### config.mk
export PLATFORM = sky130hd
export DESIGN_NAME = bracket_balance_checker_top
export DESIGN_NICKNAME = d
export VERILOG_FILES = /design/src/hw/rtl/bbc_pkg.sv /design/src/hw/rtl/bbc_ram.sv /design/src/hw/rtl/bracket_balance_checker_top.sv
export SDC_FILE = /design/constraint.sdc
export NUM_CORES = 1
export LEC_CHECK = 0
export BUFFER_PORTS_ARGS = -buffer_cell sky130_fd_sc_hd__buf_2
export CAP_MARGIN = 20
export CORE_UTILIZATION = 59
export CTS_BUF_LIST = sky130_fd_sc_hd__clkbuf_4 sky130_fd_sc_hd__clkbuf_8
export CTS_CLUSTER_DIAMETER = 50
export DETAILED_ROUTE_END_ITERATION = 8
export GPL_ROUTABILITY_DRIVEN = 0
export PLACE_DENSITY_LB_ADDON = 0.05
export SLEW_MARGIN = 15
export SYNTH_ARGS = -nofsm -noshare
export SYNTH_HDL_FRONTEND = slang
export SYNTH_SLANG_ARGS = --single-unit
export TNS_END_PERCENT = 100
### constraint.sdc
create_clock -name aclk -period 5.2 [get_ports aclk]
set_clock_uncertainty 0.15 [all_clocks]
set_input_delay 0.26 -clock aclk [delete_from_list [all_inputs] [get_ports aclk]]
set_output_delay 0.26 -clock aclk [all_outputs]
set_load 0.01 [all_outputs]
### src/hw/rtl/bbc_pkg.sv
// ============================================================================
// Bracket balance checker package
// Shared constants, status codes, kind codes and character decoders.
// ============================================================================
package bbc_pkg;

    // Default number of stack entries.
    localparam int STACK_DEPTH_DEF = 128;

    // Width of the character and of the padded result word.
    localparam int CHAR_W   = 8;
    localparam int STATUS_W = 3;
    localparam int M_DATA_W = 8;

    // Verdict codes, in the order of their numeric values.
    typedef enum logic [STATUS_W-1:0] {
        ST_OK       = 3'd0,
        ST_MISMATCH = 3'd1,
        ST_EMPTY    = 3'd2,
        ST_UNCLOSED = 3'd3,
        ST_OVERFLOW = 3'd4
    } status_t;

    // Bracket kind as stored on the stack.
    typedef logic [1:0] kind_t;

    localparam kind_t KIND_ROUND  = 2'd0;
    localparam kind_t KIND_CURLY  = 2'd1;
    localparam kind_t KIND_SQUARE = 2'd2;
    localparam kind_t KIND_NONE   = 2'd3;

    localparam logic [CHAR_W-1:0] CH_OPEN_ROUND   = 8'h28; // (
    localparam logic [CHAR_W-1:0] CH_OPEN_CURLY   = 8'h7B; // {
    localparam logic [CHAR_W-1:0] CH_OPEN_SQUARE  = 8'h5B; // [
    localparam logic [CHAR_W-1:0] CH_CLOSE_ROUND  = 8'h29; // )
    localparam logic [CHAR_W-1:0] CH_CLOSE_CURLY  = 8'h7D; // }
    localparam logic [CHAR_W-1:0] CH_CLOSE_SQUARE = 8'h5D; // ]

    function automatic kind_t opener_kind(input logic [CHAR_W-1:0] c);
        kind_t k;
        case (c)
            CH_OPEN_ROUND:  k = KIND_ROUND;
            CH_OPEN_CURLY:  k = KIND_CURLY;
            CH_OPEN_SQUARE: k = KIND_SQUARE;
            default:        k = KIND_NONE;
        endcase
        return k;
    endfunction

    function automatic kind_t closer_kind(input logic [CHAR_W-1:0] c);
        kind_t k;
        case (c)
            CH_CLOSE_ROUND:  k = KIND_ROUND;
            CH_CLOSE_CURLY:  k = KIND_CURLY;
            CH_CLOSE_SQUARE: k = KIND_SQUARE;
            default:         k = KIND_NONE;
        endcase
        return k;
    endfunction

endpackage

### src/hw/rtl/bbc_ram.sv
// ============================================================================
// Generic simple dual-port RAM
// One write port and one read port, read data registered.
// ============================================================================
module bbc_ram #(
    parameter int WIDTH = 2,
    parameter int DEPTH = 128
) (
    input  logic                     aclk,
    input  logic                     we,
    input  logic [$clog2(DEPTH)-1:0] waddr,
    input  logic [WIDTH-1:0]         wdata,
    input  logic [$clog2(DEPTH)-1:0] raddr,
    output logic [WIDTH-1:0]         rdata
);

    logic [WIDTH-1:0] mem [DEPTH];
    logic [WIDTH-1:0] rdata_reg;

    always_ff @(posedge aclk) begin
        if (we) begin
            mem[waddr] <= wdata;
        end
        rdata_reg <= mem[raddr];
    end

    assign rdata = rdata_reg;

endmodule

### src/hw/rtl/bracket_balance_checker_top.sv
// ============================================================================
// Bracket balance checker
// Checks nesting of round, curly and square brackets in a character stream.
// ============================================================================
//
//  Channel  | Direction | tdata                      | tlast          | tuser
//  ---------+-----------+----------------------------+----------------+----------
//  s_       | in        | [7:0] character            | end of express.| -
//  m_       | out       | [2:0] status, [7:3] zero   | -              | balanced
//
// The block takes one word per cycle while s_tready is high; every input
// word is processed against a cached top-of-stack register.
// Only the top entry lives in a register; the entries below it sit in a RAM
// with registered read data. Each cycle the RAM is read at the entry
// just beneath the new top, so a pop in the next cycle finds it ready; a
// bypass register covers the case of a push writing that same entry.
// Reset (aresetn low, synchronous) clears the depth, the error and the output
// channel. The RAM needs no clearing pass: only entries pushed during the
// current expression are ever read.
// A verdict waits in an output register with a one-word skid stage behind it,
// so s_tready drops only when both hold a verdict that m_ has not taken.
// ============================================================================
module bracket_balance_checker_top
    import bbc_pkg::*;
#(
    parameter int STACK_DEPTH = STACK_DEPTH_DEF
) (
    input  logic                aclk,
    input  logic                aresetn,
    // s_tdata: [7:0] character
    input  logic                s_tvalid,
    output logic                s_tready,
    input  logic [CHAR_W-1:0]   s_tdata,
    input  logic                s_tlast,
    // m_tdata: [2:0] status, [7:3] zero fill
    output logic                m_tvalid,
    input  logic                m_tready,
    output logic [M_DATA_W-1:0] m_tdata,
    // m_tuser: [0] balanced
    output logic                m_tuser
);

    localparam int AW = $clog2(STACK_DEPTH);
    localparam int DW = $clog2(STACK_DEPTH + 1);

    // Stack control state.
    logic [DW-1:0] depth_reg, depth_next;
    kind_t         top_reg, top_next;
    status_t       err_reg, err_next;
    logic          fwd_hit_reg, fwd_hit_next;
    kind_t         fwd_data_reg;

    // RAM ports.
    logic          ram_we;
    logic [AW-1:0] ram_waddr;
    kind_t         ram_wdata;
    logic [AW-1:0] ram_raddr;
    kind_t         ram_rdata;

    // Output register and skid stage.
    logic          out_valid_reg;
    status_t       out_status_reg;
    logic          skid_valid_reg;
    status_t       skid_status_reg;

    logic          accept;
    logic          verdict_valid;
    status_t       verdict_status;
    kind_t         kind_open;
    kind_t         kind_close;
    kind_t         below;

    assign accept     = s_tvalid && s_tready;
    assign kind_open  = opener_kind(s_tdata);
    assign kind_close = closer_kind(s_tdata);

    // The entry just below the top, either fresh from the RAM or forwarded
    // from a write that hit the address being read.
    assign below = fwd_hit_reg ? fwd_data_reg : ram_rdata;

    always_comb begin
        depth_next = depth_reg;
        top_next   = top_reg;
        err_next   = err_reg;
        ram_we     = 1'b0;
        ram_waddr  = AW'(depth_reg - DW'(1));
        ram_wdata  = top_reg;

        if (accept) begin
            if (s_tlast) begin
                // End of expression: start the next one with an empty stack.
                depth_next = '0;
                err_next   = ST_OK;
            end else if (err_reg == ST_OK) begin
                if (kind_open != KIND_NONE) begin
                    if (depth_reg == DW'(STACK_DEPTH)) begin
                        err_next = ST_OVERFLOW;
                    end else begin
                        // The old top moves into the RAM below the new one.
                        ram_we     = (depth_reg != '0);
                        top_next   = kind_open;
                        depth_next = depth_reg + DW'(1);
                    end
                end else if (kind_close != KIND_NONE) begin
                    if (depth_reg == '0) begin
                        err_next = ST_EMPTY;
                    end else begin
                        depth_next = depth_reg - DW'(1);
                        top_next   = below;
                        if (top_reg != kind_close) begin
                            err_next = ST_MISMATCH;
                        end
                    end
                end
            end
        end

        ram_raddr    = AW'(depth_next - DW'(2));
        fwd_hit_next = ram_we && (ram_waddr == ram_raddr);
    end

    bbc_ram #(
        .WIDTH ($bits(kind_t)),
        .DEPTH (STACK_DEPTH)
    ) u_stack_ram (
        .aclk  (aclk),
        .we    (ram_we),
        .waddr (ram_waddr),
        .wdata (ram_wdata),
        .raddr (ram_raddr),
        .rdata (ram_rdata)
    );

    always_ff @(posedge aclk) begin
        if (!aresetn) begin
            depth_reg   <= '0;
            err_reg     <= ST_OK;
            fwd_hit_reg <= 1'b0;
        end else begin
            depth_reg   <= depth_next;
            err_reg     <= err_next;
            fwd_hit_reg <= fwd_hit_next;
        end
        top_reg      <= top_next;
        fwd_data_reg <= ram_wdata;
    end

    // Verdict of the expression that ends with this word.
    assign verdict_valid  = accept && s_tlast;
    assign verdict_status = (err_reg == ST_OK && depth_reg != '0) ? ST_UNCLOSED : err_reg;

    always_ff @(posedge aclk) begin
        if (!aresetn) begin
            out_valid_reg  <= 1'b0;
            skid_valid_reg <= 1'b0;
        end else if (!out_valid_reg || m_tready) begin
            if (skid_valid_reg) begin
                out_valid_reg  <= 1'b1;
                out_status_reg <= skid_status_reg;
                skid_valid_reg <= 1'b0;
            end else begin
                out_valid_reg  <= verdict_valid;
                out_status_reg <= verdict_status;
            end
        end else if (verdict_valid) begin
            // Output is stalled: park the new verdict in the skid stage.
            skid_valid_reg  <= 1'b1;
            skid_status_reg <= verdict_status;
        end
    end

    assign s_tready = !skid_valid_reg;
    assign m_tvalid = out_valid_reg;
    assign m_tdata  = {{(M_DATA_W - STATUS_W){1'b0}}, out_status_reg};
    assign m_tuser  = (out_status_reg == ST_OK);

endmodule

* Word level (Yosys, flattened, before mapping)
Memories as Yosys holds them, arrays and structs flattened. A register that Yosys moved wholly into a read port is not among the register bits.
Cells that the tools add are included.
** Cells by class
- Add/subtract/negate cells :: 3
- Eq/ne operators :: 14
- Muxes and demuxes :: 31
- Bitwise gates (word level) :: 3
- Reductions and logical operators :: 20
** Operators by type and width (number)
- $mux 8 :: 7
- $eq 8x7->1 const B :: 4
- $mux 3 :: 9
- $eq 8x6->1 const B :: 2
- $pmux 2 s3 :: 2
- $mux 2 :: 5
- $add 8x1->8 const B :: 1
- $eq 8x8->1 const B :: 1
- $logic_not 8->1 :: 1
- $mux 1 :: 8
- $ne 2x2->1 const B :: 4
- $reduce_bool 8->1 :: 1
- $sub 8x1->8 const B :: 1
- $eq 7x7->1 :: 1
- $sub 7x2->7 const B :: 1
- $logic_not 3->1 :: 2
- $reduce_and 6->1 :: 1
- $reduce_and 5->1 :: 1
- $logic_and 1x1->1 :: 4
- $reduce_bool 2->1 :: 2
- $reduce_bool 4->1 :: 1
- $ne 3x2->1 const B :: 1
- $not 1->1 :: 3
- $reduce_and 3->1 :: 1
- other kinds (6) :: 7
** Storage, ports and cells
- Bits in registers :: 24
- Bits in writable memories :: 256
- Input bits :: 13
- Memories :: 1
** Memories
- u_stack_ram.mem :: words 128, bits a word 2, rd ports 1, clocked after memory_dff 1, wr ports 1, RTL line bbc_ram.sv:17 : logic [WIDTH-1:0] mem [DEPTH];

* Longest topological paths before layout
- Depth in word-level cells :: 11
- Gate-level depth with buffers :: 19
- Depth with buffers taken out :: 17

* Cells and area by module
From an unflattened synthesis, not the netlist that was laid out.
** Second synthesis, totals
- Cells, all modules :: 824
- Area, all modules :: 12449.4 sq um
** By module, submodules not included
- bbc_ram :: instances 1, cells an instance 611, area each 10612.7 sq um, seq. area each 7727.4 sq um
- bracket_balance_checker_top :: instances 1, cells an instance 213, area each 1836.8 sq um, seq. area each 560.5 sq um

* Worst setup path after synthesis
Ideal clock, no wire load.
- Path type :: input -> register
- Start point :: input s_tdata[4]
- End point :: register u_stack_ram.rdata_reg[1], in the netlist u_stack_ram.rdata[1], read port of u_stack_ram.mem
- Library setup time :: 132 ps
- Arrival :: 4411 ps
- Setup slack :: 507 ps
- Stages on the path :: 17
- Buffers on the path :: 4
- Cell sequence :: or4b_1 > buf_2 > nor4_1 > o311ai_0 > a22oi_1 > a21boi_2 > inv_1 > clkbuf_1 > ha_1 > xor2_1 > buf_2 > clkbuf_1 > nand3_1 > a311oi_1 > a211oi_1 > o21ai_0 > o211ai_1
** Between the ends
- Longest elaborated chain between the ends :: 9
- Elaborated cells on any way between the ends :: 16
** RTL lines
- from (decl) :: RTL line bracket_balance_checker_top.sv:33 : input logic [CHAR_W-1:0] s_tdata,
- $eq 8x7->1 / $eq 8x6->1 (equally long branches) :: RTL line bbc_pkg.sv:52 : case (c)
- $pmux 2 s3 :: RTL line bbc_pkg.sv:52
- $ne 2x2->1 :: RTL line bracket_balance_checker_top.sv:104 : end else if (kind_close != KIND_NONE) begin
- $mux 8 :: RTL line bracket_balance_checker_top.sv:104
- $mux 8 * :: RTL line bracket_balance_checker_top.sv:95 : if (kind_open != KIND_NONE) begin
- $mux 8 * :: RTL line bracket_balance_checker_top.sv:94 : end else if (err_reg == ST_OK) begin
- $mux 8 * :: RTL line bracket_balance_checker_top.sv:90 : if (s_tlast) begin
- $mux 8 * :: RTL line bracket_balance_checker_top.sv:89 : if (accept) begin
- $sub 7x2->7 * :: RTL line bracket_balance_checker_top.sv:118 : ram_raddr = AW'(depth_next - DW'(2));
- to (decl) :: RTL line bbc_ram.sv:18 : logic [WIDTH-1:0] rdata_reg;
Every way passes the cells marked *; elsewhere a longest branch is shown, timed or not.
A chain may end at the register's enable or synchronous reset.

* Worst setup path in the final report
- Start point :: input s_tdata[5]
- End point :: register u_stack_ram.rdata_reg[0], in the netlist u_stack_ram.rdata[0], read port of u_stack_ram.mem
The elaborated chain is that of the path after synthesis.

==> reports/qor.csv <==
metric;value;unit
Design Power;4.492;mW
count of final setup violators;0;
Worst-path clk slew;60;ps
Hold Crit Depth;3;
CTS tree;done;
Longest Clk Path Bufs;3;
Yosys Warn Count;0;
Synth Flop Type;edfxtp_1;
CTS sink count;282;
Synth Area per Inst;12.54;µm²
Post-synth EDFFs;264;
Final Cell Area;14170;µm²
Row Count;53;
cells after synthesis;1011;
die width;148.6;µm
WS Path Type;input pin to register;
IO Port Bufs;18;
min-delay src;s_tdata[1];
total setup buffers inserted after CTS;0;
vias in the first global route;8496;
WHS Endpoint;ram_wdata[1]$_DFFE_PP_;
Root Driver;clkbuf_8;
later-pin clock latency in the skew report;580;ps
most used cell, CP;nand3_1;
FF-to-FF End;u_stack_ram.rdata[0]$_DFF_P_;
Synth top area share;62.52;%
Worst path max stage delay;800;ps
post-synthesis cell area;12680;µm²
Final Cycle Share;94.16;%
count leader, synth;edfxtp_1;
Power Dens Cells;316.9;nW/µm²
core area;21020;µm²
crit path DAT;5170;ps
post-synth top area cell;edfxtp_1;
multi-input logic area;4133;µm²
vias;8540;
Die Ht;148.6;µm
Synth area leaders;edfxtp_1 (63%), nor2_1 (5.0%), nand2_1 (4.5%);
vias per inst;6.215;
hold_ws;119.9;ps
Ant. Diodes;0;
R2R Setup Slk;380;ps
maximum vdd ir drop;0.3230;mV
share of flip-flops with an asynchronous set or reset;0;%
Post-Place Cells;1282;
Filler Cell Count;1572;
H-tree Lvls;2;
CP Capture Type;register;
synth cell count leaders;edfxtp_1 (264), nor2_1 (169), nand2_1 (151);
pin count of the biggest net entering global routing;104;
grt ovf;0;
critical path startpoint category;input pin;
layout cells sized above 1;14.83;%
fmax;204.2;MHz
Routed wire per std cell;22.73;µm
IO Pins;24;
#FFs+latches synth;282;
slowest CP cell;xnor2_4;
Seq. cell area;8288;µm²
post-synthesis sequential area ratio;65.36;%
reg2reg path depth;13;
Post-DP HPWL;19.79;mm
nets@finish;1078;
global-route wire length before repair;47.60;mm
Final Hold Vio Count;0;
DRT Wirelength;31.23;mm
initial core utilization;60.32;%
RSZ-0062 raised after global routing;no;
drt first pass iters;5;
max-cap viol count;0;
Req. time, crit path;5470;ps
Cell Area, Placed;13140;µm²
critical-path cell list;dlygate4sd3_1 -> buf_2 -> or4b_1 -> or4_1 -> a211oi_1 -> a221o_1 -> or2_4 -> nor2_8 -> xnor2_4 -> buf_4 -> mux4_2 -> a22oi_1 -> nand3_1 -> nand3_1 -> nand3_1;
slew at the pin closest to its max-slew limit;1051;ps
Hold WC Path Type;input pin to register;
initial antenna violation count;0;
post-route ant nets;0;
Max-slew headroom;29.90;%
status;complete, no violations;
gr usage total;29.17;%
final std cells w/o fill;1374;
Num CTS Buffers;45;
leakage power;4.871;nW
Reg-to-Reg Start;err_reg[2]$_SDFFE_PN0P_;
# DRC;0;
final setup TNS;0;ps
fin crit period;4896;ps
Layout area overhead;11.78;%
synth unique cells;69;
CP Max Fanout;29;
Max Slew Vio Count;0;
number of flip-flops in the largest register;256;
die area;22080;µm²
1st-iter DRT viols;807;
==> cells in the final DEF, fill, tap and decap left out, types with 6 or more instances in the layout <==
cell	n
a211oi_1	6
a21oi_1	20
a22oi_1	8
a311oi_1	10
a31oi_1	12
and2_1	14
and3_1	16
buf_2	18
buf_4	25
clkbuf_4	9
clkbuf_8	46
clkinv_1	12
clkinv_2	10
dfxtp_1	18
dlygate4sd3_1	8
edfxtp_1	264
inv_1	10
mux2_2	8
mux2i_1	36
mux4_2	21
nand2_1	151
nand3_1	32
nor2_1	169
nor2b_1	10
nor3_1	12
nor4_1	10
o21ai_0	21
o22ai_1	10
xnor2_1	11
==> logic make-up after synthesis <==
family	share of synthesized area [%]
AOI/OAI and AO/OA	7.144
xor gates and xnor gates	1.460
DFF	65.36
adders and majority gates	0.2961
and+or+nand+nor	15.61
buffers and inverters	2.497
muxes	7.598
other	0.02957
==> final cells by class <==
type	count	share of cell area, %
flip-flops and latches	282	58.47
multi-input cells	668	29.16
well taps	275	2.428
inverters	10	0.2648
clock inverters	29	1.757
repair buffers	55	2.975
clock buffers	55	4.944
==> power by group <==
| part | leakage (nW) | internal [mW] | switching (mW) |
|---|---|---|---|
| clock network | 0.503 | 1.10 | 0.886 |
| registers | 2.52 | 2.45 | 0.00191 |
| logic | 1.85 | 0.0206 | 0.0316 |
| total | 4.87 | 3.57 | 0.919 |
==> routing by layer <==
layer  up-vias  GRT usage (%)  share of wire [%]
met5         -              0                  0
met3        91          5.798                7.9
met4         0          14.43                4.1
met2       379          45.93                 47
li1       3878              -                  -
met1      4192          38.94                 41
==> worst max path at each step <==
| stage | startpoint | endpoint | slack, ps | cells past startpoint |
|---|---|---|---|---|
| final | s_tdata[5] | u_stack_ram.rdata[0]$_DFF_P_ | 300 | 15 |
| after global routing | s_tdata[5] | u_stack_ram.rdata[1]$_DFF_P_ | 20 | 19 |
| after CTS | s_tdata[5] | u_stack_ram.rdata[0]$_DFF_P_ | 350 | 15 |
| after detailed placement | s_tdata[4] | u_stack_ram.rdata[1]$_DFF_P_ | 230 | 17 |
| after global placement | s_tdata[4] | u_stack_ram.rdata[1]$_DFF_P_ | 330 | 13 |
| after floorplan | s_tdata[4] | u_stack_ram.rdata[1]$_DFF_P_ | 510 | 17 |
==> worst max-delay path: cells and delay by family <==
| family | cells | cell delay [ps] |
|---|---|---|
| buf+inv | 3 | 980 |
| simple gates | 7 | 1820 |
| mux | 1 | 320 |
| xor+xnor | 1 | 800 |
| compound gates | 3 | 960 |
==> through the flow <==
step	setup slack, ps	util, %
after global routing	23.10	67.42
final	303.8	67.42
after detailed placement	228.4	62.49
after floorplan	507.3	-
after global placement	334.6	62.47
after CTS	349.0	67.39
==> what timing repair did <==
action,in CTS,in global routing
hold endpoints to repair,16,0
endpoints found under the setup margin,0,2
gates resized for setup,0,1
hold buffers,8,0
Power figures use the tool's default switching activity.
